--- src/rtl/core/mtp_pkg.sv ---
`default_nettype none
package mtp_pkg;

    typedef enum logic [3:0] {
        PH_VER     = 4'd0,
        PH_INCNT   = 4'd1,
        PH_INTYPE  = 4'd2,
        PH_HEIGHT  = 4'd3,
        PH_EXCNT   = 4'd4,
        PH_EXTAG   = 4'd5,
        PH_EXVAR   = 4'd6,
        PH_EXLEN   = 4'd7,
        PH_EXSKIP  = 4'd8,
        PH_OUTCNT  = 4'd9,
        PH_OUTTYPE = 4'd10,
        PH_OUTVER  = 4'd11,
        PH_KEY     = 4'd12,
        PH_OUTSKIP = 4'd13,
        PH_HF      = 4'd14,
        PH_END     = 4'd15
    } t_phase;

    localparam logic [3:0] ST_OK         = 4'd0;
    localparam logic [3:0] ST_VERSION    = 4'd1;
    localparam logic [3:0] ST_INPUT      = 4'd2;
    localparam logic [3:0] ST_EXTRAS     = 4'd3;
    localparam logic [3:0] ST_EXTRA_TAG  = 4'd4;
    localparam logic [3:0] ST_OUT_COUNT  = 4'd5;
    localparam logic [3:0] ST_OUT_TYPE   = 4'd6;
    localparam logic [3:0] ST_OUT_VER    = 4'd7;
    localparam logic [3:0] ST_HARDFORK   = 4'd8;
    localparam logic [3:0] ST_TRUNCATED  = 4'd9;
    localparam logic [3:0] ST_OVERFLOW   = 4'd10;
    localparam logic [3:0] ST_NONCANON   = 4'd11;
    localparam logic [3:0] ST_TOO_LONG   = 4'd12;

    localparam logic [7:0] TAG_LEN_A     = 8'd11;
    localparam logic [7:0] TAG_LEN_B     = 8'd19;
    localparam logic [7:0] TAG_LEN_C     = 8'd21;
    localparam logic [7:0] TAG_VAR_A     = 8'd14;
    localparam logic [7:0] TAG_VAR_B     = 8'd15;
    localparam logic [7:0] TAG_VAR_C     = 8'd16;
    localparam logic [7:0] TAG_VAR_D     = 8'd78;
    localparam logic [7:0] TAG_VAR_KEY   = 8'd18;
    localparam logic [7:0] TAG_KEY       = 8'd22;

    localparam logic [7:0] OUT_TYPE_BYTE = 8'd63;
    localparam logic [7:0] KEY_SKIP      = 8'd32;
    localparam logic [7:0] OUT_SKIP      = 8'd17;

    localparam logic [1:0] REG_VERSION   = 2'd0;
    localparam logic [1:0] REG_EXTRAS    = 2'd1;
    localparam logic [1:0] REG_OUTPUTS   = 2'd2;
    localparam logic [1:0] REG_HARDFORK  = 2'd3;

    typedef struct packed {
        logic [7:0] data_byte;
        logic       last;
    } t_in;

    typedef struct packed {
        logic       key_valid;
        logic [4:0] output_index;
        logic [1:0] key_select;
        logic [4:0] key_byte_index;
        logic [7:0] key_byte;
        logic       done_res;
        logic [3:0] status;
        logic [5:0] outs_declared;
    } t_res;

endpackage
`default_nettype wire

--- src/rtl/core/mtp_stream_if.sv ---
`default_nettype none
interface mtp_stream_if #(
    parameter type T = logic
) ();
    logic valid;
    logic ready;
    T     payload;

    modport source (output valid, output payload, input ready);
    modport sink (input valid, input payload, output ready);
endinterface
`default_nettype wire

--- src/rtl/core/mtp_parser.sv ---
`default_nettype none
module mtp_parser (
    input  wire logic          i_clk,
    input  wire logic          i_rst_n,
    input  wire logic          i_accept,
    input  mtp_pkg::t_in       i_item,
    input  wire logic [6:0]    i_exp_version,
    input  wire logic [10:0]   i_max_extras,
    input  wire logic [8:0]    i_out_limit,
    input  wire logic [7:0]    i_exp_hardfork,
    output logic               o_res_valid,
    output mtp_pkg::t_res      o_res
);
    import mtp_pkg::*;

    t_phase      r_phase, n_phase;
    logic [63:0] r_vval, n_vval;
    logic [3:0]  r_vlen, n_vlen;
    logic [63:0] r_skip, n_skip;
    logic [10:0] r_extras, n_extras;
    logic [1:0]  r_sub, n_sub;
    logic [5:0]  r_outs, n_outs;
    logic [4:0]  r_outnum, n_outnum;
    logic [1:0]  r_kpart, n_kpart;
    logic [4:0]  r_koff, n_koff;
    logic [5:0]  r_decl, n_decl;
    logic [3:0]  r_err, n_err;

    logic [7:0]  b;
    logic [6:0]  vsh;
    logic [63:0] vnew;
    logic [3:0]  verr;
    logic        vdone;
    logic        is_var;
    logic        kv;
    logic [10:0] extras_dec;
    logic [63:0] skip_dec;
    logic [5:0]  outs_dec;

    assign b          = i_item.data_byte;
    assign vsh        = 7'(r_vlen) * 7'd7;
    assign vnew       = r_vval | (64'(b[6:0]) << vsh);
    assign extras_dec = r_extras - 11'd1;
    assign skip_dec   = r_skip - 64'd1;
    assign outs_dec   = r_outs - 6'd1;

    always_comb begin
        verr  = ST_OK;
        vdone = 1'b0;
        if (r_vlen == 4'd9 && b[6:1] != 6'd0) begin
            verr = ST_OVERFLOW;
        end else if (!b[7]) begin
            if (r_vlen != 4'd0 && b[6:0] == 7'd0) begin
                verr = ST_NONCANON;
            end else begin
                vdone = 1'b1;
            end
        end else if (r_vlen == 4'd9) begin
            verr = ST_TOO_LONG;
        end
    end

    always_comb begin
        case (r_phase) inside
            PH_VER, PH_INCNT, PH_HEIGHT, PH_EXCNT, PH_EXVAR, PH_EXLEN, PH_OUTCNT: is_var = 1'b1;
            default: is_var = 1'b0;
        endcase
    end

    always_comb begin
        n_phase  = r_phase;
        n_vval   = r_vval;
        n_vlen   = r_vlen;
        n_skip   = r_skip;
        n_extras = r_extras;
        n_sub    = r_sub;
        n_outs   = r_outs;
        n_outnum = r_outnum;
        n_kpart  = r_kpart;
        n_koff   = r_koff;
        n_decl   = r_decl;
        n_err    = r_err;
        kv       = 1'b0;
        o_res    = '0;
        o_res_valid = 1'b0;

        if (i_accept) begin
            if (r_err == ST_OK) begin
                if (is_var) begin
                    if (verr != ST_OK) begin
                        n_err = verr;
                    end else if (!vdone) begin
                        n_vval = vnew;
                        n_vlen = r_vlen + 4'd1;
                    end else begin
                        n_vval = '0;
                        n_vlen = '0;
                        case (r_phase)
                            PH_VER: begin
                                if (vnew != 64'(i_exp_version)) n_err = ST_VERSION;
                                else n_phase = PH_INCNT;
                            end
                            PH_INCNT: begin
                                if (vnew != 64'd1) n_err = ST_INPUT;
                                else n_phase = PH_INTYPE;
                            end
                            PH_HEIGHT: n_phase = PH_EXCNT;
                            PH_EXCNT: begin
                                if (vnew > 64'(i_max_extras)) begin
                                    n_err = ST_EXTRAS;
                                end else begin
                                    n_extras = vnew[10:0];
                                    n_phase  = (vnew[10:0] == 11'd0) ? PH_OUTCNT : PH_EXTAG;
                                end
                            end
                            PH_EXVAR: begin
                                if (r_sub == 2'd1) begin
                                    n_sub   = 2'd2;
                                    n_skip  = 64'(KEY_SKIP);
                                    n_phase = PH_EXSKIP;
                                end else begin
                                    n_sub    = 2'd0;
                                    n_extras = extras_dec;
                                    n_phase  = (extras_dec == 11'd0) ? PH_OUTCNT : PH_EXTAG;
                                end
                            end
                            PH_EXLEN: begin
                                if (vnew == 64'd0) begin
                                    n_sub    = 2'd0;
                                    n_extras = extras_dec;
                                    n_phase  = (extras_dec == 11'd0) ? PH_OUTCNT : PH_EXTAG;
                                end else begin
                                    n_skip  = vnew;
                                    n_phase = PH_EXSKIP;
                                end
                            end
                            PH_OUTCNT: begin
                                if (vnew > 64'(i_out_limit)) begin
                                    n_err = ST_OUT_COUNT;
                                end else begin
                                    n_decl   = vnew[5:0];
                                    n_outs   = vnew[5:0];
                                    n_outnum = '0;
                                    n_phase  = (vnew[5:0] == 6'd0) ? PH_HF : PH_OUTTYPE;
                                end
                            end
                            default: n_err = ST_HARDFORK;
                        endcase
                    end
                end else begin
                    case (r_phase)
                        PH_INTYPE: begin
                            if (b != 8'd0) n_err = ST_INPUT;
                            else n_phase = PH_HEIGHT;
                        end
                        PH_EXTAG: begin
                            n_sub = 2'd0;
                            if (b == TAG_LEN_A || b == TAG_LEN_B || b == TAG_LEN_C) begin
                                n_phase = PH_EXLEN;
                            end else if (b == TAG_VAR_A || b == TAG_VAR_B || b == TAG_VAR_C
                                         || b == TAG_VAR_D) begin
                                n_phase = PH_EXVAR;
                            end else if (b == TAG_VAR_KEY) begin
                                n_sub   = 2'd1;
                                n_phase = PH_EXVAR;
                            end else if (b == TAG_KEY) begin
                                n_skip  = 64'(KEY_SKIP);
                                n_phase = PH_EXSKIP;
                            end else begin
                                n_err = ST_EXTRA_TAG;
                            end
                        end
                        PH_EXSKIP: begin
                            n_skip = skip_dec;
                            if (skip_dec == 64'd0) begin
                                if (r_sub == 2'd2) begin
                                    n_sub   = 2'd3;
                                    n_phase = PH_EXVAR;
                                end else begin
                                    n_sub    = 2'd0;
                                    n_extras = extras_dec;
                                    n_phase  = (extras_dec == 11'd0) ? PH_OUTCNT : PH_EXTAG;
                                end
                            end
                        end
                        PH_OUTTYPE: begin
                            if (b != OUT_TYPE_BYTE) n_err = ST_OUT_TYPE;
                            else n_phase = PH_OUTVER;
                        end
                        PH_OUTVER: begin
                            if (b != 8'd0) begin
                                n_err = ST_OUT_VER;
                            end else begin
                                n_kpart = '0;
                                n_koff  = '0;
                                n_phase = PH_KEY;
                            end
                        end
                        PH_KEY: begin
                            kv = 1'b1;
                            n_koff = r_koff + 5'd1;
                            if (r_koff == 5'd31) begin
                                n_kpart = r_kpart + 2'd1;
                                if (r_kpart == 2'd3) begin
                                    n_skip  = 64'(OUT_SKIP);
                                    n_phase = PH_OUTSKIP;
                                end
                            end
                        end
                        PH_OUTSKIP: begin
                            n_skip = skip_dec;
                            if (skip_dec == 64'd0) begin
                                n_outs   = outs_dec;
                                n_outnum = r_outnum + 5'd1;
                                n_phase  = (outs_dec == 6'd0) ? PH_HF : PH_OUTTYPE;
                            end
                        end
                        PH_HF: begin
                            if (b != i_exp_hardfork) n_err = ST_HARDFORK;
                            else n_phase = PH_END;
                        end
                        default: n_err = ST_HARDFORK;
                    endcase
                end
            end

            if (kv) begin
                o_res.key_valid      = 1'b1;
                o_res.output_index   = r_outnum;
                o_res.key_select     = r_kpart;
                o_res.key_byte_index = r_koff;
                o_res.key_byte       = b;
            end
            if (i_item.last) begin
                o_res.done_res      = 1'b1;
                o_res.status        = (n_err != ST_OK) ? n_err :
                                      (n_phase != PH_END) ? ST_TRUNCATED : ST_OK;
                o_res.outs_declared = n_decl;
                n_phase  = PH_VER;
                n_vval   = '0;
                n_vlen   = '0;
                n_skip   = '0;
                n_extras = '0;
                n_sub    = '0;
                n_outs   = '0;
                n_outnum = '0;
                n_kpart  = '0;
                n_koff   = '0;
                n_decl   = '0;
                n_err    = ST_OK;
            end
            o_res_valid = kv || i_item.last;
        end
    end

    always_ff @(posedge i_clk) begin
        if (!i_rst_n) begin
            r_phase  <= PH_VER;
            r_vval   <= '0;
            r_vlen   <= '0;
            r_skip   <= '0;
            r_extras <= '0;
            r_sub    <= '0;
            r_outs   <= '0;
            r_outnum <= '0;
            r_kpart  <= '0;
            r_koff   <= '0;
            r_decl   <= '0;
            r_err    <= ST_OK;
        end else begin
            r_phase  <= n_phase;
            r_vval   <= n_vval;
            r_vlen   <= n_vlen;
            r_skip   <= n_skip;
            r_extras <= n_extras;
            r_sub    <= n_sub;
            r_outs   <= n_outs;
            r_outnum <= n_outnum;
            r_kpart  <= n_kpart;
            r_koff   <= n_koff;
            r_decl   <= n_decl;
            r_err    <= n_err;
        end
    end
endmodule
`default_nettype wire

--- src/rtl/core/mtp_out_buf.sv ---
`default_nettype none
module mtp_out_buf (
    input  wire logic      i_clk,
    input  wire logic      i_rst_n,
    input  wire logic      i_valid,
    input  mtp_pkg::t_res  i_res,
    output logic           o_space,
    mtp_stream_if.source   o_res
);
    import mtp_pkg::*;

    logic r_out_valid, n_out_valid;
    logic r_skid_valid, n_skid_valid;
    t_res r_out, n_out;
    t_res r_skid, n_skid;
    logic pop;

    assign pop           = r_out_valid && o_res.ready;
    assign o_space       = !r_skid_valid;
    assign o_res.valid   = r_out_valid;
    assign o_res.payload = r_out;

    always_comb begin
        n_out_valid  = r_out_valid;
        n_skid_valid = r_skid_valid;
        n_out        = r_out;
        n_skid       = r_skid;
        if (r_skid_valid) begin
            if (pop) begin
                n_out        = r_skid;
                n_skid_valid = 1'b0;
            end
        end else if (i_valid) begin
            if (!r_out_valid || pop) begin
                n_out       = i_res;
                n_out_valid = 1'b1;
            end else begin
                n_skid       = i_res;
                n_skid_valid = 1'b1;
            end
        end else if (pop) begin
            n_out_valid = 1'b0;
        end
    end

    always_ff @(posedge i_clk) begin
        if (!i_rst_n) begin
            r_out_valid  <= 1'b0;
            r_skid_valid <= 1'b0;
        end else begin
            r_out_valid  <= n_out_valid;
            r_skid_valid <= n_skid_valid;
        end
        r_out  <= n_out;
        r_skid <= n_skid;
    end
endmodule
`default_nettype wire

--- src/rtl/core/miner_tx_prefix_parser_top.sv ---
// Miner-transaction prefix parser.
// Input channel i_in carries one prefix byte per transaction with a last flag
// on the final byte. Output channel o_res carries at most one result per input
// byte: a key byte of an output (key_valid), a final report (done_res with
// status and outs_declared), or both when the last byte is also a key byte.
// Bytes that produce neither give no result.
// The result of an accepted byte is registered before it appears on o_res.
// Throughput: one byte per cycle while i_in is ready; the whole parse step sits
// between the state registers and the output register. A two-entry output stage
// (register plus skid) keeps i_in ready while one result waits; i_in.ready
// falls only when both entries are full, and rises once o_res takes a result.
// Registers sit on an APB port at byte addresses 0, 4, 8 and 12: expected
// version, extras limit, output limit, expected hardfork byte. Write them only
// while the block is idle. pready is tied high.
// Reset (synchronous, active low) clears the parser to the start of a prefix,
// empties the output stage and loads the register defaults. After each last
// byte the parser returns to the start of a new prefix by itself.
`default_nettype none
module miner_tx_prefix_parser_top #(
    parameter int MAX_OUTPUTS_BOUND = 32
) (
    input  wire logic        i_clk,
    input  wire logic        i_rst_n,
    mtp_stream_if.sink       i_in,
    mtp_stream_if.source     o_res,
    input  wire logic        psel,
    input  wire logic        penable,
    input  wire logic        pwrite,
    input  wire logic [3:0]  paddr,
    input  wire logic [31:0] pwdata,
    output logic [31:0]      prdata,
    output logic             pready
);
    import mtp_pkg::*;

    localparam logic [8:0] BOUND = 9'(MAX_OUTPUTS_BOUND);

    logic [6:0]  r_exp_version;
    logic [10:0] r_max_extras;
    logic [5:0]  r_max_outputs;
    logic [7:0]  r_exp_hardfork;
    logic [8:0]  out_limit;
    logic        accept;
    logic        space;
    logic        res_valid;
    t_res        res;
    logic        wr_en;

    assign pready    = 1'b1;
    assign wr_en     = psel && penable && pwrite;
    assign out_limit = ({3'b0, r_max_outputs} < BOUND) ? {3'b0, r_max_outputs} : BOUND;
    assign i_in.ready = space;
    assign accept    = i_in.valid && space;

    always_ff @(posedge i_clk) begin
        if (!i_rst_n) begin
            r_exp_version  <= 7'd4;
            r_max_extras   <= 11'd1024;
            r_max_outputs  <= 6'd32;
            r_exp_hardfork <= 8'd6;
        end else if (wr_en) begin
            unique case (paddr[3:2])
                REG_VERSION:  r_exp_version  <= pwdata[6:0];
                REG_EXTRAS:   r_max_extras   <= pwdata[10:0];
                REG_OUTPUTS:  r_max_outputs  <= pwdata[5:0];
                REG_HARDFORK: r_exp_hardfork <= pwdata[7:0];
                default: ;
            endcase
        end
    end

    always_comb begin
        unique case (paddr[3:2])
            REG_VERSION:  prdata = 32'(r_exp_version);
            REG_EXTRAS:   prdata = 32'(r_max_extras);
            REG_OUTPUTS:  prdata = 32'(r_max_outputs);
            REG_HARDFORK: prdata = 32'(r_exp_hardfork);
            default:      prdata = '0;
        endcase
    end

    mtp_parser u_parser (
        .i_clk          (i_clk),
        .i_rst_n        (i_rst_n),
        .i_accept       (accept),
        .i_item         (i_in.payload),
        .i_exp_version  (r_exp_version),
        .i_max_extras   (r_max_extras),
        .i_out_limit    (out_limit),
        .i_exp_hardfork (r_exp_hardfork),
        .o_res_valid    (res_valid),
        .o_res          (res)
    );

    mtp_out_buf u_out_buf (
        .i_clk   (i_clk),
        .i_rst_n (i_rst_n),
        .i_valid (res_valid),
        .i_res   (res),
        .o_space (space),
        .o_res   (o_res)
    );

`ifndef NO_ASSERTIONS
    a_key_fields_clear: assert property (@(posedge i_clk) disable iff (!i_rst_n)
        o_res.valid && !o_res.payload.key_valid |->
            o_res.payload.output_index == 5'd0 && o_res.payload.key_select == 2'd0
            && o_res.payload.key_byte_index == 5'd0 && o_res.payload.key_byte == 8'd0)
        else $error("key fields set without key byte");
    a_done_fields_clear: assert property (@(posedge i_clk) disable iff (!i_rst_n)
        o_res.valid && !o_res.payload.done_res |->
            o_res.payload.status == ST_OK && o_res.payload.outs_declared == 6'd0)
        else $error("report fields set without done");
    a_result_nonempty: assert property (@(posedge i_clk) disable iff (!i_rst_n)
        o_res.valid |-> o_res.payload.key_valid || o_res.payload.done_res)
        else $error("empty result");
    a_ready_after_reset: assert property (@(posedge i_clk)
        $past(!i_rst_n) |-> i_in.ready)
        else $error("input not ready after reset");
`endif
endmodule
`default_nettype wire

--- src/flat_wrapper.sv ---
// flat-port wrapper written by rule: the top's interface ports become plain ports
module miner_tx_prefix_parser_top_flat import mtp_pkg::*;
#(
    parameter int MAX_OUTPUTS_BOUND = 32
)
  (i_clk, i_rst_n, psel, penable, pwrite, paddr, pwdata, prdata, pready, i_in_valid, i_in_payload, i_in_ready, o_res_valid, o_res_payload, o_res_ready);
  mtp_stream_if #(.T(t_in)) i_in_i ();
  mtp_stream_if #(.T(t_res)) o_res_i ();
  input  wire logic i_clk;
  input  wire logic i_rst_n;
  input  wire logic psel;
  input  wire logic penable;
  input  wire logic pwrite;
  input  wire logic [3:0] paddr;
  input  wire logic [31:0] pwdata;
  output logic [31:0] prdata;
  output logic pready;
  input wire logic [$bits(i_in_i.valid)-1:0] i_in_valid;
  input wire logic [$bits(i_in_i.payload)-1:0] i_in_payload;
  output wire logic [$bits(i_in_i.ready)-1:0] i_in_ready;
  output wire logic [$bits(o_res_i.valid)-1:0] o_res_valid;
  output wire logic [$bits(o_res_i.payload)-1:0] o_res_payload;
  input wire logic [$bits(o_res_i.ready)-1:0] o_res_ready;
  assign i_in_i.valid = i_in_valid;
  assign i_in_i.payload = i_in_payload;
  assign i_in_ready = i_in_i.ready;
  assign o_res_valid = o_res_i.valid;
  assign o_res_payload = o_res_i.payload;
  assign o_res_i.ready = o_res_ready;
  miner_tx_prefix_parser_top #(.MAX_OUTPUTS_BOUND(MAX_OUTPUTS_BOUND)) u_core (.i_clk(i_clk), .i_rst_n(i_rst_n), .i_in(i_in_i), .o_res(o_res_i), .psel(psel), .penable(penable), .pwrite(pwrite), .paddr(paddr), .pwdata(pwdata), .prdata(prdata), .pready(pready));
endmodule
--- config.mk ---
export PLATFORM = sky130hd
export DESIGN_NAME = miner_tx_prefix_parser_top_flat
export DESIGN_NICKNAME = d
export VERILOG_FILES = /design/src/rtl/core/mtp_pkg.sv /design/src/rtl/core/mtp_stream_if.sv /design/src/rtl/core/mtp_parser.sv /design/src/rtl/core/mtp_out_buf.sv /design/src/rtl/core/miner_tx_prefix_parser_top.sv /design/src/flat_wrapper.sv
export SDC_FILE = /design/constraint.sdc
export NUM_CORES = 1
export LEC_CHECK = 0
export BUFFER_PORTS_ARGS = -buffer_cell sky130_fd_sc_hd__buf_2
export CORE_MARGIN = 3
export CORE_UTILIZATION = 43
export CTS_BUF_LIST = sky130_fd_sc_hd__clkbuf_16
export CTS_CLUSTER_DIAMETER = 60
export DETAILED_ROUTE_END_ITERATION = 6
export GPL_TIMING_DRIVEN = 0
export PLACE_DENSITY = 0.69
export SETUP_SLACK_MARGIN = 0.05
export SYNTH_ARGS = -nofsm -noshare
export SYNTH_HDL_FRONTEND = slang
export SYNTH_SLANG_ARGS = --single-unit
--- constraint.sdc ---
create_clock -name i_clk -period 5.1 [get_ports i_clk]
set_input_delay 0 -clock i_clk [delete_from_list [all_inputs] [get_ports i_clk]]
set_output_delay 0 -clock i_clk [all_outputs]
set_load 0.1 [all_outputs]
**After elaboration in Yosys (flattened, before gate mapping)**

Index checks and enable logic that the tools add are counted.

- Flip-flop bits (word level): 275
- Input bits: 52
- Logic and storage cells: 338

- $add $sub $neg: 7
- Multiply operators: 1
- $lt $le $gt $ge: 3
- Equal/unequal tests: 61
- Shifts and indexed selects: 1
- Muxes and demuxes: 169
- Bitwise gates (word level): 3
- Reduce and logical (&&, ||, !) cells: 59

Operators by type and width:

| kind | number |
|---|---|
| 64-bit 2-to-1 mux | 18 |
| 4-bit 2-to-1 mux | 56 |
| 64-bit one-hot mux with 3 select lines | 1 |
| 32-bit 2-to-1 mux | 5 |
| 11-bit 2-to-1 mux | 12 |
| 64-bit logical NOT | 2 |
| 32-bit one-hot mux with 4 select lines | 1 |
| 64-bit one-hot mux with 2 select lines | 1 |
| 6-bit 2-to-1 mux | 17 |
| 5-bit 2-to-1 mux | 13 |
| 64-bit by 11-bit > comparator with 1-bit output | 1 |
| 64-bit by 9-bit > comparator with 1-bit output | 1 |
| 64-bit by 1-bit != test with 1-bit output, second input constant | 1 |
| 64-bit by 7-bit != test with 1-bit output | 1 |
| 64-bit bitwise OR | 1 |
| 7-bit by 7-bit left shift with 64-bit output | 1 |
| 64-bit by 1-bit subtractor with 64-bit output, second input constant | 1 |
| 4-bit != test, second input constant | 11 |
| 8-bit by 5-bit == test with 1-bit output, second input constant | 5 |
| 11-bit one-hot mux with 3 select lines | 1 |
| 4-bit == test, second input constant | 8 |
| 4-bit one-hot mux with 8 select lines | 1 |
| 2-bit 2-to-1 mux | 14 |
| 4-bit one-hot mux with 7 select lines | 1 |
| other kinds (57) | 130 |

**Longest topological paths before layout**

Gate-level depths: netlist (run 1).

- Depth in word-level cells: 20
- Mapped depth: 18

**Modules after synthesis**

A second synthesis (run 1) with hierarchy kept.

- Cells, all modules: 2061
- Area, all modules: 16812.4 um^2

Modules (own cells, without submodules):

| module | instances | cells an instance | area an instance (um^2) | sequential area each (um^2) |
|---|---|---|---|---|
| mtp_parser | 1 | 1776 | 12582.1 | 3543.4 |
| mtp_out_buf | 1 | 114 | 2567.5 | 1961.9 |
| miner_tx_prefix_parser_top | 1 | 171 | 1662.8 | 640.6 |

**Least setup slack after synthesis (run 1)**

Ideal clock, no wire load.

- Path type: reg-to-reg
- Start point: reg u_core.u_parser.r_vlen[1]
- End point: reg u_core.u_out_buf.r_out (netlist bit u_core.u_out_buf.o_res.payload[6]), data pin
- Arrival: 4025 ps
- Data required time: 4829 ps
- Setup slack: 804 ps
- Stages on the path, launching flop included: 18
- Path buffers: 2
- Clock period less this slack: 4296 ps
- Cells stage by stage: dfxtp_1 > clkbuf_1 > clkbuf_1 > nor4b_1 > a21oi_1 > inv_1 > ha_1 > a21o_1 > a21oi_1 > nor4b_1 > a211oi_1 > nor4bb_1 > nand2b_1 > and3_1 > a31o_2 > nand3_1 > a21oi_1 > a31oi_1

RTL lines:

| item | RTL line | source |
|---|---|---|
| start, declared | mtp_parser.sv:18 | `logic [3:0] r_vlen, n_vlen;` |
| start signal, assigned | mtp_parser.sv:273 | `r_vlen <= n_vlen;` |
| end signal, assigned | mtp_out_buf.sv:54 | `r_out <= n_out;` |
| end, declared | mtp_out_buf.sv:14 | `t_res r_out, n_out;` |

**Worst setup path after layout (run 1)**

- Start point: reg u_core.u_parser.r_vlen[1]
- End point: reg u_core.u_parser.r_skip[18]

- Word-level cells in the longest chain between the ends: 10
- Elaborated cells between the ends (all ways): 27

Ends and longest elaborated chain:

| item | RTL line | source |
|---|---|---|
| 4-bit by 3-bit multiplier with 7-bit output | mtp_parser.sv:41 | `assign vsh = 7'(r_vlen) * 7'd7;` |
| 7-bit by 7-bit left shift with 64-bit output | mtp_parser.sv:42 | `assign vnew = r_vval \| (64'(b[6:0]) << vsh);` |
| 64-bit bitwise OR | mtp_parser.sv:42 |  |
| 64-bit 2-to-1 mux | mtp_parser.sv:128 | `if (vnew == 64'd0) begin` |
| 64-bit one-hot mux with 2 select lines | mtp_parser.sv:98 | `case (r_phase)` |
| 64-bit 2-to-1 mux | mtp_parser.sv:92 | `end else if (!vdone) begin` |
| 64-bit 2-to-1 mux | mtp_parser.sv:90 | `if (verr != ST_OK) begin` |
| 64-bit 2-to-1 mux | mtp_parser.sv:89 | `if (is_var) begin` |
| 64-bit 2-to-1 mux | mtp_parser.sv:88 | `if (r_err == ST_OK) begin` |
| 64-bit 2-to-1 mux | mtp_parser.sv:234 | `if (i_item.last) begin` |
| end signal, assigned | mtp_parser.sv:274 | `r_skip <= n_skip;` |
| end, declared | mtp_parser.sv:19 | `logic [63:0] r_skip, n_skip;` |

Several ways; a longest one is shown, not always the timed one. The select of a mux whose other input is x is not followed.
A chain may end at the register's enable or synchronous reset.

==> out/qor.json, run 1 <==
{
  "power_and_ir_drop": {
    "max-vdd-ir-drop_v": 0.000229,
    "static-leakage-power_nw": 7.37,
    "power_density_nw_per_um2": 328
  },
  "routing": {
    "avgViaCountPerCell": 6.30,
    "dr_total_vias": 17335,
    "drt_iter0_markers": 2130,
    "wl_per_cell_um": 24.4,
    "postRouteAntennaNets": 0,
    "drt_pass1_iterations": 5,
    "drc": 0,
    "detail_route.wirelength_um": 67000
  },
  "critical_path": {
    "timing.rr.end": "u_core.u_parser.r_skip[18]",
    "reg2reg_setup_slack_ns": 0.15,
    "critPathMostFrequentCell": "sky130_fd_sc_hd__clkbuf_1",
    "critical-path-slowest-cell": "sky130_fd_sc_hd__clkbuf_1",
    "critPathCaptureType": "flip-flop",
    "timing.setup.critical_path_class": "reg -> reg",
    "path_buf_inv": 5,
    "worstSetupStartpointType": "flip-flop",
    "cp.required_ns": 5.57,
    "reg2regPathDepth": 15,
    "crit_chain": "clkbuf_1 -> clkbuf_2 -> nor4bb_1 -> clkbuf_1 -> a21oi_1 -> nand4_1 -> nor3_1 -> nand3_1 -> o211ai_1 -> a221oi_1 -> o21a_1 -> clkbuf_1 -> clkbuf_1 -> nand2_1 -> a21oi_1",
    "reg2reg_from": "u_core.u_parser.r_vlen[1]",
    "cp_top_family": "buffers and inverters",
    "worst_path_largest_cell_delay_ns": 0.69,
    "timing.critical_path.to": "u_core.u_parser.r_skip[18]",
    "crit_path_start": "u_core.u_parser.r_vlen[1]",
    "timing.critical_path.depth": 15,
    "cp_max_fo": 10,
    "worstPathArrival_ns": 5.42
  },
  "logic_synthesis": {
    "post_synthesis_instance_total": 2072,
    "ys_seq_area_share_pct": 37.5,
    "synthAdderAreaFrac_pct": 2.29,
    "yosys.area_share.simple_pct": 25.3,
    "synth-xor-area-share_pct": 3.36,
    "synthesis.area_um2": 16400,
    "netlist-cell-type-count": 86,
    "synth-compound-area-share_pct": 22.5,
    "ys.flop_type": "sky130_fd_sc_hd__dfxtp_1",
    "ys_seq_elements": 275,
    "synth_warnings": 0,
    "synth-async-reset-ratio_pct": 0,
    "muxShareOfSynthArea_pct": 3.20,
    "edff_count_synth": 64,
    "syn_avg_cell_area_um2": 7.92,
    "synth_top_family_by_area": "simple AND/OR/NAND/NOR gates"
  },
  "layout": {
    "areaGrowthSynthToFinish_pct": 16.6,
    "fraction_of_layout_instances_using_a_drive_strength_above_1_pct": 10.8,
    "n_fill_cell": 3652,
    "final_core_utilization_pct": 51.5,
    "nets": 2305
  },
  "floorplanning": {
    "num_io_pins": 119,
    "design.die.area_um2": 40500,
    "fp-row-count": 70,
    "die-height_um": 201,
    "core_um2": 37100,
    "die_width_um": 201,
    "initial_core_util_pct": 44.2
  },
  "placement": {
    "placement.setup.worst_slack_ns": -0.710,
    "dpl.hpwl_um": 50100,
    "gpl.final_weighted_congestion": 1.01,
    "io_buffer_count": 69
  },
  "run_status": {
    "status": "finished, final reports clean"
  },
  "worst_hold_path": {
    "timing.hold.worst.class": "in -> reg"
  },
  "timing": {
    "finalHoldWorstSlack_ns": 0.112,
    "grt_setup_unrepaired": "false",
    "post-route-min-period_ns": 4.95,
    "hold_violations": 0,
    "post-route-worst-setup-slack_ns": 0.149,
    "finClkSkew_ns": 0.0295,
    "max_slew_margin_pct": 21.8,
    "peak_clock_frequency_supported_by_timing_mhz": 202,
    "report.final.setup_viol": 0,
    "tightest_slew_ns": 1.17,
    "finalCritPeriodShare_pct": 97.1,
    "final_max_slew_viol_count": 0
  },
  "grt": {
    "grt_antenna_before_repair": 4,
    "grt-ovfl-total": 0,
    "total_routing_resource_utilization_after_global_routing_pct": 31.8,
    "via_count_of_the_first_global_routing_pass": 16327,
    "largest_net_degree_at_the_start_of_global_routing": 34,
    "grt_first_pass_wirelength_um": 100000
  },
  "run": {
    "maxCapViolations": 0
  },
  "clock_tree": {
    "htree_num_levels": 2,
    "clock_sinks": 275,
    "cts_made_buffers": 35,
    "clk_root_buffer_cell": "sky130_fd_sc_hd__clkbuf_16",
    "clock_insertion_delay_worst_skew_ns": 0.57,
    "cts_tree": "done",
    "clkTransAtPathRegs_ns": 0.05,
    "ctsLongestPathBuffers": 3
  }
}
Yosys cell counts (29+ instances only):
cell type | instances | area [um2]
sky130_fd_sc_hd__nor4_1 | 47 | 294
sky130_fd_sc_hd__inv_1 | 58 | 218
sky130_fd_sc_hd__clkbuf_1 | 134 | 503
sky130_fd_sc_hd__nor3_1 | 62 | 310
sky130_fd_sc_hd__mux2i_1 | 39 | 390
sky130_fd_sc_hd__nor2_1 | 303 | 1140
sky130_fd_sc_hd__o22ai_1 | 31 | 194
sky130_fd_sc_hd__nand4_1 | 29 | 181
sky130_fd_sc_hd__a31oi_1 | 38 | 238
sky130_fd_sc_hd__a21o_1 | 36 | 270
sky130_fd_sc_hd__and2_1 | 32 | 200
sky130_fd_sc_hd__edfxtp_1 | 64 | 1920
sky130_fd_sc_hd__nand3_1 | 42 | 210
sky130_fd_sc_hd__a21oi_1 | 210 | 1050
sky130_fd_sc_hd__o21ai_0 | 106 | 531
sky130_fd_sc_hd__nand2_1 | 169 | 634
sky130_fd_sc_hd__xnor2_1 | 35 | 307
sky130_fd_sc_hd__dfxtp_1 | 211 | 4220
sky130_fd_sc_hd__ha_1 | 30 | 375
registers in the layout, summed over array words and instances, names as in the netlist, 2 cells and up:
| name | count |
|---|---|
| u_core.u_parser.r_skip | 64 |
| u_core.u_parser.r_vval | 64 |
| u_core.u_out_buf.o_res.payload | 32 |
| u_core.u_out_buf.r_skid | 32 |
| u_core.r_max_extras | 11 |
| u_core.u_parser.r_extras | 11 |
| u_core.r_exp_hardfork | 8 |
| u_core.r_exp_version | 7 |
| u_core.r_max_outputs | 6 |
| u_core.u_parser.r_decl | 6 |
| u_core.u_parser.r_outs | 6 |
| u_core.u_parser.r_koff | 5 |
| u_core.u_parser.r_outnum | 5 |
| u_core.u_parser.r_err | 4 |
| u_core.u_parser.r_phase | 4 |
| u_core.u_parser.r_vlen | 4 |
| u_core.u_parser.r_kpart | 2 |
| u_core.u_parser.r_sub | 2 |
tightest hold or removal path: stages:
cell                        delay [ns]
sky130_fd_sc_hd__buf_2            0.10
sky130_fd_sc_hd__nor2b_1          0.24
sky130_fd_sc_hd__o21ai_0          0.13
sky130_fd_sc_hd__a2bb2oi_1        0.07
sky130_fd_sc_hd__nor2_1           0.08
how the worst min path moves through the flow:
stage,cells past startpoint,endpoint,slack [ns],from
finish,5,u_core.u_parser.r_phase[3],0.11,i_in_valid
floorplan,2,u_core.r_max_outputs[5],0.13,pwdata[5]
CTS,4,u_core.r_exp_version[4],0.02,paddr[2]
detailed placement,3,u_core.r_max_extras[10],0.25,pwdata[10]
global placement,3,u_core.r_max_extras[10],0.23,pwdata[10]
global route,5,u_core.u_parser.r_outnum[1],0.14,i_in_payload[0]
timing repair:
item / 4_1_cts / 5_1_grt
gates resized for setup: 23 / 39
hold endpoints to repair: 41 / 3
endpoints found under the setup margin: 88 / 137
hold buffers: 18 / 1
setup buffers: 2 / 2
pin swaps: 1 / 3
layout make-up:
class,count,area (um2),share of cell area (%)
inverter,59,221,1.16
antenna,1,2.50,0.0131
timing repair buffer,94,593,3.10
multi-input combinational,1589,9630,50.3
clock buffer,36,901,4.71
buffer,169,751,3.92
tap,504,631,3.30
clock inverter,25,258,1.35
sequential,275,6150,32.1
cell usage in the layout (no fill, tap or decap), types with 17 or more instances in the layout:
cell	instances
sky130_fd_sc_hd__xnor2_1	35
sky130_fd_sc_hd__nor2_1	303
sky130_fd_sc_hd__o21ai_0	106
sky130_fd_sc_hd__clkbuf_1	119
sky130_fd_sc_hd__or4_1	17
sky130_fd_sc_hd__a21o_1	36
sky130_fd_sc_hd__nand3_1	41
sky130_fd_sc_hd__inv_1	62
sky130_fd_sc_hd__dfxtp_1	211
sky130_fd_sc_hd__or3_1	26
sky130_fd_sc_hd__and2_1	32
sky130_fd_sc_hd__conb_1	22
sky130_fd_sc_hd__a211oi_1	28
sky130_fd_sc_hd__nor3_1	59
sky130_fd_sc_hd__o22ai_1	31
sky130_fd_sc_hd__mux2i_1	39
sky130_fd_sc_hd__nand4_1	29
sky130_fd_sc_hd__clkbuf_16	36
sky130_fd_sc_hd__nor4_1	43
sky130_fd_sc_hd__nand2_1	169
sky130_fd_sc_hd__dlygate4sd3_1	19
sky130_fd_sc_hd__xor2_1	28
sky130_fd_sc_hd__ha_1	30
sky130_fd_sc_hd__a31oi_1	37
sky130_fd_sc_hd__a21oi_1	200
sky130_fd_sc_hd__edfxtp_1	64
sky130_fd_sc_hd__buf_4	27
sky130_fd_sc_hd__buf_2	73
sky130_fd_sc_hd__a22oi_1	25
routing by layer:
| layer | track usage [%] | share of wire (%) | vias up |
|---|---|---|---|
| met4 | 18.1 | 6.2 | 2 |
| li1 | - | - | 7808 |
| met3 | 5.89 | 9.8 | 245 |
| met5 | 0 | 0.019 | - |
| met1 | 42.0 | 40 | 8248 |
| met2 | 49.0 | 44 | 1032 |
power by group:
part	switching (mW)	total, mW	leakage [nW]	internal (mW)
registers	0.0345	2.30	2.33	2.26
clock network	1.03	2.53	0.588	1.50
logic	1.05	1.46	4.45	0.407
total	2.11	6.28	7.37	4.17
stage by stage:
| stage | setup TNS, ns | cells | power, mW | instance area [um2] |
|---|---|---|---|---|
| global placement | -29.45 | 2665 | 3.69 | 17500 |
| CTS | 0 | 2748 | 6.24 | 19000 |
| finish | 0 | 2752 | 6.28 | 19100 |
| detailed placement | -29.61 | 2667 | 3.69 | 17500 |
| floorplan | 0 | 2092 | 3.28 | 16500 |
| global route | 0 | 2752 | 6.48 | 19100 |
kinds of logic (layout without fill, tap and decap cells):
group | count (synthesis) | in the layout
flip-flops | 275 | 275
adder cells (fa/ha/maj) | 30 | 30
other | 2 | 23
buffers and inverters | 228 | 383
multiplexers | 45 | 45
XOR/XNOR | 63 | 63
AO/OA/AOI/OAI | 591 | 591
AND/OR/NAND/NOR | 838 | 838
No activity file was read; power rests on OpenSTA's default activity.
==> run 2, diff against run 1 <==
--- a/config.mk
+++ b/config.mk
@@ -12,7 +12,6 @@
 export CTS_CLUSTER_DIAMETER = 60
 export DETAILED_ROUTE_END_ITERATION = 6
 export GPL_TIMING_DRIVEN = 0
-export PLACE_DENSITY = 0.69
 export SETUP_SLACK_MARGIN = 0.05
 export SYNTH_ARGS = -nofsm -noshare
 export SYNTH_HDL_FRONTEND = slang
==> run 2 against run 1 <==
Effect of this change: combinational power about the same; first-iteration DRC count shrank 15%; design area about the same; flip-flop and latch count unchanged; count of clock-buffer cells in the layout rose by 1; worst hold slack worse by 0.043 ns.
==> out/qor.json, run 2 (same netlist as run 1, synthesis figures left out) <==
{
  "timing": {
    "report.final.setup_viol": {"value": 0, "change": "unchanged"},
    "post-route-min-period": {"value": 4.91, "unit": "ns", "change": "-0.0429 ns"},
    "grt_setup_unrepaired": "true",
    "max_slew_margin": {"value": 23.8, "unit": "%", "change": "+2.0 points"},
    "finClkSkew": {"value": 0.0314, "unit": "ns", "change": "+0.00184 ns"},
    "final_max_slew_viol_count": {"value": 0, "change": "unchanged"},
    "hold_violations": {"value": 0, "change": "unchanged"},
    "finalCritPeriodShare": {"value": 96.2, "unit": "%", "change": "-0.84 points"},
    "peak_clock_frequency_supported_by_timing": {"value": 204, "unit": "MHz", "change": "+0.87%"},
    "tightest_slew": {"value": 1.14, "unit": "ns", "change": "-0.0300 ns"},
    "post-route-worst-setup-slack": {"value": 0.191, "unit": "ns", "change": "+0.0429 ns"}
  },
  "layout": {
    "areaGrowthSynthToFinish": {"value": 16.6, "unit": "%", "change": "about the same"},
    "fraction_of_layout_instances_using_a_drive_strength_above_1": {"value": 10.8, "unit": "%", "change": "+0.030 points"},
    "num_antenna_cells": {"value": 0, "change": "-1"},
    "n_fill_cell": {"value": 3727, "change": "+2.1%"},
    "biggestRegsByFlops": "u_core.u_parser.r_skip x64, u_core.u_parser.r_vval x64",
    "final_common_cell": "sky130_fd_sc_hd__nor2_1",
    "layout_common_cells": "303 x sky130_fd_sc_hd__nor2_1, 211 x sky130_fd_sc_hd__dfxtp_1, 201 x sky130_fd_sc_hd__a21oi_1, 169 x sky130_fd_sc_hd__nand2_1, 121 x sky130_fd_sc_hd__clkbuf_1",
    "nets": {"value": 2306, "change": "+0.043%"}
  },
  "clock_tree": {
    "clkTransAtPathRegs": {"value": 0.06, "unit": "ns", "change": "about the same"},
    "cts_made_buffers": {"value": 37, "change": "+5.7%"},
    "cts_tree": "done",
    "ctsLongestPathBuffers": {"value": 3, "change": "unchanged"},
    "htree_num_levels": {"value": 2, "change": "unchanged"},
    "clk_root_buffer_cell": "sky130_fd_sc_hd__clkbuf_16",
    "clock_insertion_delay_worst_skew": {"value": 0.58, "unit": "ns", "change": "about the same"},
    "clock_sinks": {"value": 275, "change": "unchanged"}
  },
  "floorplanning": {
    "num_io_pins": {"value": 119, "change": "unchanged"},
    "design.die.area": {"value": 40500, "unit": "um2", "change": "unchanged"},
    "core": {"value": 37100, "unit": "um2", "change": "unchanged"},
    "fp-row-count": {"value": 70, "change": "unchanged"},
    "die-height": {"value": 201, "unit": "um", "change": "unchanged"},
    "initial_core_util": {"value": 44.2, "unit": "%", "change": "unchanged"},
    "die_width": {"value": 201, "unit": "um", "change": "unchanged"}
  },
  "critical_path": {
    "timing.setup.critical_path_class": "reg -> reg",
    "reg2regPathDepth": {"value": 13, "change": "-2"},
    "cp.required": {"value": 5.58, "unit": "ns", "change": "about the same"},
    "worstPathArrival": {"value": 5.39, "unit": "ns", "change": "-0.03 ns"},
    "critPathCaptureType": "flip-flop",
    "crit_chain": "clkbuf_1 -> nor4bb_1 -> clkbuf_1 -> a21oi_1 -> nand4_1 -> nor4_4 -> nand3_1 -> o211ai_1 -> a221oi_1 -> o21ai_4 -> clkbuf_1 -> o21ai_0 -> a21oi_1",
    "critical-path-slowest-cell": "sky130_fd_sc_hd__clkbuf_1",
    "critPathMostFrequentCell": "sky130_fd_sc_hd__clkbuf_1",
    "cp_max_fo": {"value": 10, "change": "unchanged"},
    "reg2reg_from": "u_core.u_parser.r_vlen[2]",
    "timing.rr.end": "u_core.u_parser.r_skip[20]",
    "reg2reg_setup_slack": {"value": 0.19, "unit": "ns", "change": "+0.04 ns"},
    "timing.critical_path.depth": {"value": 13, "change": "-2"},
    "worstSetupStartpointType": "flip-flop",
    "path_buf_inv": {"value": 3, "change": "-2"},
    "crit_path_start": "u_core.u_parser.r_vlen[2]",
    "timing.critical_path.to": "u_core.u_parser.r_skip[20]",
    "cp_top_family": "compound AO/OA/AOI/OAI gates",
    "worst_path_largest_cell_delay": {"value": 0.63, "unit": "ns", "change": "-0.06 ns"}
  },
  "grt": {
    "grt-ovfl-total": {"value": 0, "change": "unchanged"},
    "total_routing_resource_utilization_after_global_routing": {"value": 33.4, "unit": "%", "change": "+1.6 points"},
    "largest_net_degree_at_the_start_of_global_routing": {"value": 34, "change": "unchanged"},
    "grt_antenna_before_repair": {"value": 0, "change": "-4"},
    "via_count_of_the_first_global_routing_pass": {"value": 16132, "change": "-1.2%"},
    "grt_first_pass_wirelength": {"value": 104000, "unit": "um", "change": "+3.4%"}
  },
  "routing": {
    "postRouteAntennaNets": {"value": 0, "change": "unchanged"},
    "wirelength_met1": {"value": 29500, "unit": "um", "change": "+9.4%"},
    "met2RoutedLength": {"value": 30600, "unit": "um", "change": "+4.4%"},
    "dr_total_vias": {"value": 17065, "change": "-1.6%"},
    "drt_iter0_markers": {"value": 1807, "change": "-15%"},
    "detail_route.wirelength": {"value": 69600, "unit": "um", "change": "+3.9%"},
    "avgViaCountPerCell": {"value": 6.20, "change": "-1.6%"},
    "drt_pass1_iterations": {"value": 7, "change": "+2"},
    "drc": {"value": 0, "change": "unchanged"},
    "wl_met3": {"value": 5940, "unit": "um", "change": "-9.5%"},
    "highest-signal-layer": "met4",
    "wl_per_cell": {"value": 25.3, "unit": "um", "change": "+3.8%"}
  },
  "placement": {
    "io_buffer_count": {"value": 69, "change": "unchanged"},
    "placement.setup.worst_slack": {"value": -0.713, "unit": "ns", "change": "-0.00315 ns"},
    "dpl.hpwl": {"value": 51900, "unit": "um", "change": "+3.4%"},
    "gpl.final_weighted_congestion": {"value": 0.999, "change": "-0.98%"}
  },
  "run": {
    "maxCapViolations": {"value": 0, "change": "unchanged"}
  },
  "power_and_ir_drop": {
    "finalPower": {"value": 6.32, "unit": "mW", "change": "+0.66%"},
    "power_density": {"value": 330, "unit": "nW/um2", "change": "+0.63%"},
    "static-leakage-power": {"value": 7.37, "unit": "nW", "change": "about the same"},
    "max-vdd-ir-drop": {"value": 0.000237, "unit": "V", "change": "+3.3%"}
  },
  "worst_hold_path": {
    "timing.hold.worst.class": "in -> reg"
  },
  "run_status": {
    "status": "finished, final reports clean"
  }
}
run 2: how the worst min path moves through the flow:
stage | startpoint | to | slack [ns] | cells past startpoint
global route | i_in_payload[0] | u_core.u_parser.r_extras[0] | 0.07 | 4
floorplan | pwdata[5] | u_core.r_max_outputs[5] | 0.13 | 2
global placement | pwdata[10] | u_core.r_max_extras[10] | 0.23 | 3
CTS | i_in_valid | u_core.u_parser.r_phase[3] | 0.04 | 5
detailed placement | pwdata[10] | u_core.r_max_extras[10] | 0.24 | 3
finish | i_in_valid | u_core.u_parser.r_phase[3] | 0.07 | 5
run 2: final cells by class:
| class | instances | area (um2) | share of cell area [%] |
|---|---|---|---|
| Sequential cell | 275 | 6150 | 32.1 |
| Multi-Input combinational cell | 1589 | 9620 | 50.3 |
| Tap cell | 504 | 631 | 3.30 |
| Timing Repair Buffer | 93 | 588 | 3.07 |
| Clock buffer | 37 | 926 | 4.84 |
| Inverter | 59 | 221 | 1.16 |
| Clock inverter | 28 | 251 | 1.31 |
| Buffer | 169 | 748 | 3.91 |
run 2: per-stage QoR:
step | setup TNS, ns | hold slack [ns] | util (%) | instances | cell area [um2]
floorplan | 0 | 0.125 | - | 2092 | 16500
global placement | -45.40 | 0.226 | 47.0 | 2665 | 17500
detailed placement | -33.53 | 0.240 | 47.3 | 2670 | 17600
CTS | 0 | 0.0385 | 51.2 | 2752 | 19000
global route | 0 | 0.0708 | 51.5 | 2754 | 19100
finish | 0 | 0.0682 | 51.5 | 2754 | 19100
run 2: worst reg2reg max path, stage by stage, from the launching register on:
cell                       delay, ns
sky130_fd_sc_hd__dfxtp_1        0.41
sky130_fd_sc_hd__clkbuf_1       0.45
sky130_fd_sc_hd__nor4bb_1       0.13
sky130_fd_sc_hd__clkbuf_1       0.22
sky130_fd_sc_hd__a21oi_1        0.54
sky130_fd_sc_hd__nand4_1        0.28
sky130_fd_sc_hd__nor4_4         0.52
sky130_fd_sc_hd__nand3_1        0.26
sky130_fd_sc_hd__o211ai_1       0.27
sky130_fd_sc_hd__a221oi_1       0.16
sky130_fd_sc_hd__o21ai_4        0.55
sky130_fd_sc_hd__clkbuf_1       0.64
sky130_fd_sc_hd__o21ai_0        0.21
sky130_fd_sc_hd__a21oi_1        0.17
run 2: metal layers:
layer	vias up	GRT usage, %
met1	8259	45.5
met5	-	0
met3	179	6.16
met2	813	51.7
met4	0	15.1
li1	7814	-
run 2: report_power, final:
group / switching [mW] / internal (mW)
logic: 1.06 / 0.411
clock network: 1.07 / 1.49
registers: 0.0320 / 2.26
run 2: what timing repair did:
| action | 4_1_cts | 5_1_grt |
|---|---|---|
| resized for setup | 23 | 36 |
| hold endpoints to repair | 41 | 0 |
| pin swaps | 1 | 2 |
| setup endpoints to repair | 100 | 104 |
| hold buffers | 16 | 0 |
| setup buffers | 1 | 2 |
==> run 3, diff against run 2 <==
--- a/config.mk
+++ b/config.mk
@@ -15,4 +15,5 @@
 export SETUP_SLACK_MARGIN = 0.05
 export SYNTH_ARGS = -nofsm -noshare
 export SYNTH_HDL_FRONTEND = slang
+export SYNTH_HIERARCHICAL = 1
 export SYNTH_SLANG_ARGS = --single-unit
==> run 3 against run 2 <==
Effect of this change: design area is 4.3% higher; combinational power is 6% higher; final cell count is 0.62% higher; sequential power hardly changed; register-to-register slack worse by 0.06 ns; synthesized area is 2.5% higher; non-clock buffer count is 27 higher; synthesized cell count is 0.53% lower; via count is 3.8% higher; worst hold slack better by 0.16 ns; global-route usage is 1.2 points lower; critical path type unchanged.
==> out/qor.json, run 3 <==
{
  "run_status": {
    "status": "finished, final reports clean"
  },
  "power_and_ir_drop": {
    "power_density": {"value": 328, "unit": "nW/um2", "change": "-0.81%"},
    "swShare": {"value": 33.8, "unit": "%", "change": "-0.35 points"},
    "power.sequential.fraction": {"value": 35.5, "unit": "%", "change": "-0.8 points"},
    "max-vdd-ir-drop": {"value": 0.000260, "unit": "V", "change": "+10%"},
    "pwr-share-comb": {"value": 23.8, "unit": "%", "change": "+0.6 points"},
    "static-leakage-power": {"value": 7.55, "unit": "nW", "change": "+2.4%"},
    "internal_power": {"value": 4.33, "unit": "mW", "change": "+4.0%"},
    "finalPower": {"value": 6.54, "unit": "mW", "change": "+3.4%"},
    "pwr-share-clk": {"value": 40.7, "unit": "%", "change": "+0.2 points"},
    "power.switching": {"value": 2.21, "unit": "mW", "change": "+2.4%"}
  },
  "timing": {
    "report.final.setup_viol": {"value": 0, "change": "unchanged"},
    "final.setup.tns": {"value": 0, "unit": "ns", "change": "unchanged"},
    "finalCritPeriodShare": {"value": 97.5, "unit": "%", "change": "+1.2 points"},
    "grt_setup_unrepaired": "true",
    "hold_violations": {"value": 0, "change": "unchanged"},
    "max_slew_margin": {"value": 21.2, "unit": "%", "change": "-2.6 points"},
    "final_max_slew_viol_count": {"value": 0, "change": "unchanged"},
    "post-route-min-period": {"value": 4.97, "unit": "ns", "change": "+0.0635 ns"},
    "tightest_slew": {"value": 1.17, "unit": "ns", "change": "+0.0314 ns"},
    "finClkSkew": {"value": 0.0196, "unit": "ns", "change": "-0.0118 ns"},
    "peak_clock_frequency_supported_by_timing": {"value": 201, "unit": "MHz", "change": "-1.3%"}
  },
  "critical_path": {
    "timing.critical_path.to": "u_core/u_out_buf/o_res.payload[9]",
    "worstPathArrival": {"value": 5.28, "unit": "ns", "change": "-0.11 ns"},
    "timing.setup.critical_path_class": "reg -> reg",
    "cp_max_fo": {"value": 8, "change": "-2"},
    "reg2reg_setup_slack": {"value": 0.13, "unit": "ns", "change": "-0.06 ns"},
    "worstSetupStartpointType": "flip-flop",
    "reg2reg_from": "u_core/u_parser/r_skip[9]",
    "cp.required": {"value": 5.40, "unit": "ns", "change": "-0.18 ns"},
    "critPathCaptureType": "flip-flop",
    "reg2regPathDepth": {"value": 14, "change": "+1"},
    "timing.rr.end": "u_core/u_out_buf/o_res.payload[9]",
    "crit_path_start": "u_core/u_parser/r_skip[9]"
  },
  "logic_synthesis": {
    "synth_commonest_cells": "221 x sky130_fd_sc_hd__nor2_1, 211 x sky130_fd_sc_hd__dfxtp_1, 190 x sky130_fd_sc_hd__nand2_1",
    "yosys-top-cells-area": "sky130_fd_sc_hd__dfxtp_1 25%, sky130_fd_sc_hd__edfxtp_1 11%, sky130_fd_sc_hd__nor2_1 4.9%",
    "synth-async-reset-ratio": {"value": 0, "unit": "%", "change": "unchanged"},
    "syn_avg_cell_area": {"value": 8.16, "unit": "um2", "change": "+3.0%"},
    "synth.top_cell.area_share": {"value": 25.1, "unit": "%", "change": "-0.62 points"},
    "ys.flop_type": "sky130_fd_sc_hd__dfxtp_1",
    "synth.most_common_cell": "sky130_fd_sc_hd__nor2_1",
    "ys_seq_area_share": {"value": 36.6, "unit": "%", "change": "-0.91 points"},
    "netlist-cell-type-count": {"value": 94, "change": "+9.3%"},
    "post_synthesis_instance_total": {"value": 2061, "change": "-0.53%"},
    "ys_seq_elements": {"value": 275, "change": "unchanged"},
    "synthesis.area": {"value": 16800, "unit": "um2", "change": "+2.5%"},
    "edff_count_synth": {"value": 64, "change": "unchanged"},
    "synth_warnings": {"value": 6, "change": "+6"},
    "post-synth-top-area-cell": "sky130_fd_sc_hd__dfxtp_1"
  },
  "clock_tree": {
    "clk_root_buffer_cell": "sky130_fd_sc_hd__clkbuf_16",
    "clock_sinks": {"value": 275, "change": "unchanged"},
    "clkTransAtPathRegs": {"value": 0.06, "unit": "ns", "change": "about the same"},
    "cts_tree": "done",
    "cts_made_buffers": {"value": 37, "change": "unchanged"},
    "htree_num_levels": {"value": 2, "change": "unchanged"},
    "ctsLongestPathBuffers": {"value": 3, "change": "unchanged"},
    "clock_insertion_delay_worst_skew": {"value": 0.57, "unit": "ns", "change": "about the same"}
  },
  "layout": {
    "num_antenna_cells": {"value": 0, "change": "unchanged"},
    "layout_common_cells": "219 x sky130_fd_sc_hd__nor2_1, 209 x sky130_fd_sc_hd__dfxtp_1, 189 x sky130_fd_sc_hd__nand2_1, 155 x sky130_fd_sc_hd__a21oi_1, 121 x sky130_fd_sc_hd__clkbuf_1",
    "final_common_cell": "sky130_fd_sc_hd__nor2_1",
    "postLayoutCellArea": {"value": 20000, "unit": "um2", "change": "+4.3%"},
    "final_cells": {"value": 2771, "change": "+0.62%"},
    "areaGrowthSynthToFinish_pct": 18.7,
    "nets": {"value": 2317, "change": "+0.48%"},
    "biggestRegsByFlops": "u_core/u_parser/r_skip x64, u_core/u_parser/r_vval x64",
    "fraction_of_layout_instances_using_a_drive_strength_above_1": {"value": 14.0, "unit": "%", "change": "+3.2 points"}
  },
  "routing": {
    "dr_total_vias": {"value": 17707, "change": "+3.8%"},
    "detail_route.wirelength": {"value": 69200, "unit": "um", "change": "-0.58%"},
    "drt_pass1_iterations": {"value": 6, "change": "-1"},
    "postRouteAntennaNets": {"value": 0, "change": "unchanged"},
    "drt_iter0_markers": {"value": 2602, "change": "+44%"},
    "wl_per_cell": {"value": 25.0, "unit": "um", "change": "-1.2%"},
    "avgViaCountPerCell": {"value": 6.39, "change": "+3.1%"},
    "drc": {"value": 0, "change": "unchanged"}
  },
  "floorplanning": {
    "core": {"value": 38100, "unit": "um2", "change": "+2.6%"},
    "die-height": {"value": 204, "unit": "um", "change": "+1.2%"},
    "fp-row-count": {"value": 71, "change": "+1.4%"},
    "die_width": {"value": 204, "unit": "um", "change": "+1.2%"},
    "design.die.area": {"value": 41500, "unit": "um2", "change": "+2.4%"},
    "num_io_pins": {"value": 119, "change": "unchanged"},
    "initial_core_util": {"value": 44.1, "unit": "%", "change": "-0.063 points"}
  },
  "placement": {
    "dpl.hpwl": {"value": 50900, "unit": "um", "change": "-1.8%"},
    "io_buffer_count": {"value": 69, "change": "unchanged"},
    "numPlacedInstances": {"value": 2666, "change": "-0.15%"},
    "dpl_cell_area": {"value": 17900, "unit": "um2", "change": "+2.3%"},
    "gpl.final_weighted_congestion": {"value": 1.05, "change": "+4.7%"}
  },
  "grt": {
    "grt-ovfl-total": {"value": 0, "change": "unchanged"},
    "via_count_of_the_first_global_routing_pass": {"value": 16281, "change": "+0.92%"},
    "total_routing_resource_utilization_after_global_routing": {"value": 32.2, "unit": "%", "change": "-1.2 points"},
    "grt_antenna_before_repair": {"value": 4, "change": "+4"},
    "grt_first_pass_wirelength": {"value": 103000, "unit": "um", "change": "-0.55%"},
    "largest_net_degree_at_the_start_of_global_routing": {"value": 33, "change": "-2.9%"}
  },
  "worst_hold_path": {
    "timing.hold.worst.class": "in -> reg"
  },
  "run": {
    "maxCapViolations": {"value": 0, "change": "unchanged"}
  }
}
[run 3: cells by family after synthesis]
logic type / Yosys count / share of synthesized area, %
AND/OR/NAND/NOR: 829 / 24.8
AO/OA/AOI/OAI: 539 / 20.6
flip-flops: 275 / 36.6
buffers and inverters: 245 / 6.56
multiplexers: 76 / 5.81
XOR/XNOR: 60 / 3.13
adder cells (fa/ha/maj): 35 / 2.58
other: 2 / 0.0447
[run 3: per-stage QoR]
stage	util, %	worst slack (ns)	hold slack (ns)
floorplan	-	0.457	0.0972
global placement	46.9	-1.02	0.218
detailed placement	47.1	-1.10	0.239
CTS	51.7	0.00521	0.187
global route	52.4	-0.0242	0.231
finish	52.4	0.128	0.232
[run 3: per-layer routing]
layer	vias to the layer above	part of all wire (%)	GRT usage (%)
met2	1169	41	46.6
met5	-	0.019	0
met1	8457	42	45.6
met4	2	3.5	10.9
li1	7891	-	-
met3	188	13	9.94
[run 3: layout make-up]
type                       count  area (um2)
tap                          511         639
multi-input combinational   1565       10100
buffer                       180         881
clock inverter                29         289
timing repair buffer         109         728
fill                        3715       18200
sequential                   275        6150
clock buffer                  38         951
inverter                      64         246
[run 3: worst min path at each step]
stage	start	end	depth (start not counted)
final	pwdata[9]	u_core/r_max_extras[9]	4
after global placement	o_res_ready	u_core/u_out_buf/r_skid_valid	2
after floorplan	o_res_ready	u_core/u_out_buf/r_skid_valid	1
after CTS	i_in_payload[0]	u_core/u_parser/r_outs[3]	4
after global routing	i_in_payload[0]	u_core/u_parser/r_outs[3]	4
after detailed placement	o_res_ready	u_core/u_out_buf/r_skid_valid	2
[run 3: power by group through the flow]
stage / Sequential, mW / Clock, mW / Combinational, mW
6_report: 2.32 / 2.67 / 1.56
5_1_grt: 2.32 / 2.80 / 1.64
4_1_cts: 2.32 / 2.71 / 1.45
3_5_place_dp: 2.36 / 0 / 1.38
3_3_place_gp: 2.36 / 0 / 1.38
2_1_floorplan: 2.44 / 0 / 0.894
[run 3: timing repair]
item,CTS,global route
pin swaps,4,7
gates resized for setup,42,50
setup endpoints to repair,104,88
buffers inserted,5,8
gates cloned,0,1
endpoints found under the hold margin,35,0
hold buffers,25,0
[run 3: critical path, cell delays in order, from the launching register on]
cell	delay [ns]
sky130_fd_sc_hd__dfxtp_1	0.40
sky130_fd_sc_hd__or4_1	0.53
sky130_fd_sc_hd__buf_2	0.18
sky130_fd_sc_hd__or4_4	0.54
sky130_fd_sc_hd__buf_4	0.18
sky130_fd_sc_hd__or4_4	0.50
sky130_fd_sc_hd__a211oi_2	0.23
sky130_fd_sc_hd__nand4_1	0.17
sky130_fd_sc_hd__a2111oi_4	0.40
sky130_fd_sc_hd__nand4_4	0.22
sky130_fd_sc_hd__or3_4	0.39
sky130_fd_sc_hd__a31o_1	0.29
sky130_fd_sc_hd__nor4_4	0.26
sky130_fd_sc_hd__a211oi_2	0.11
sky130_fd_sc_hd__mux2_4	0.30
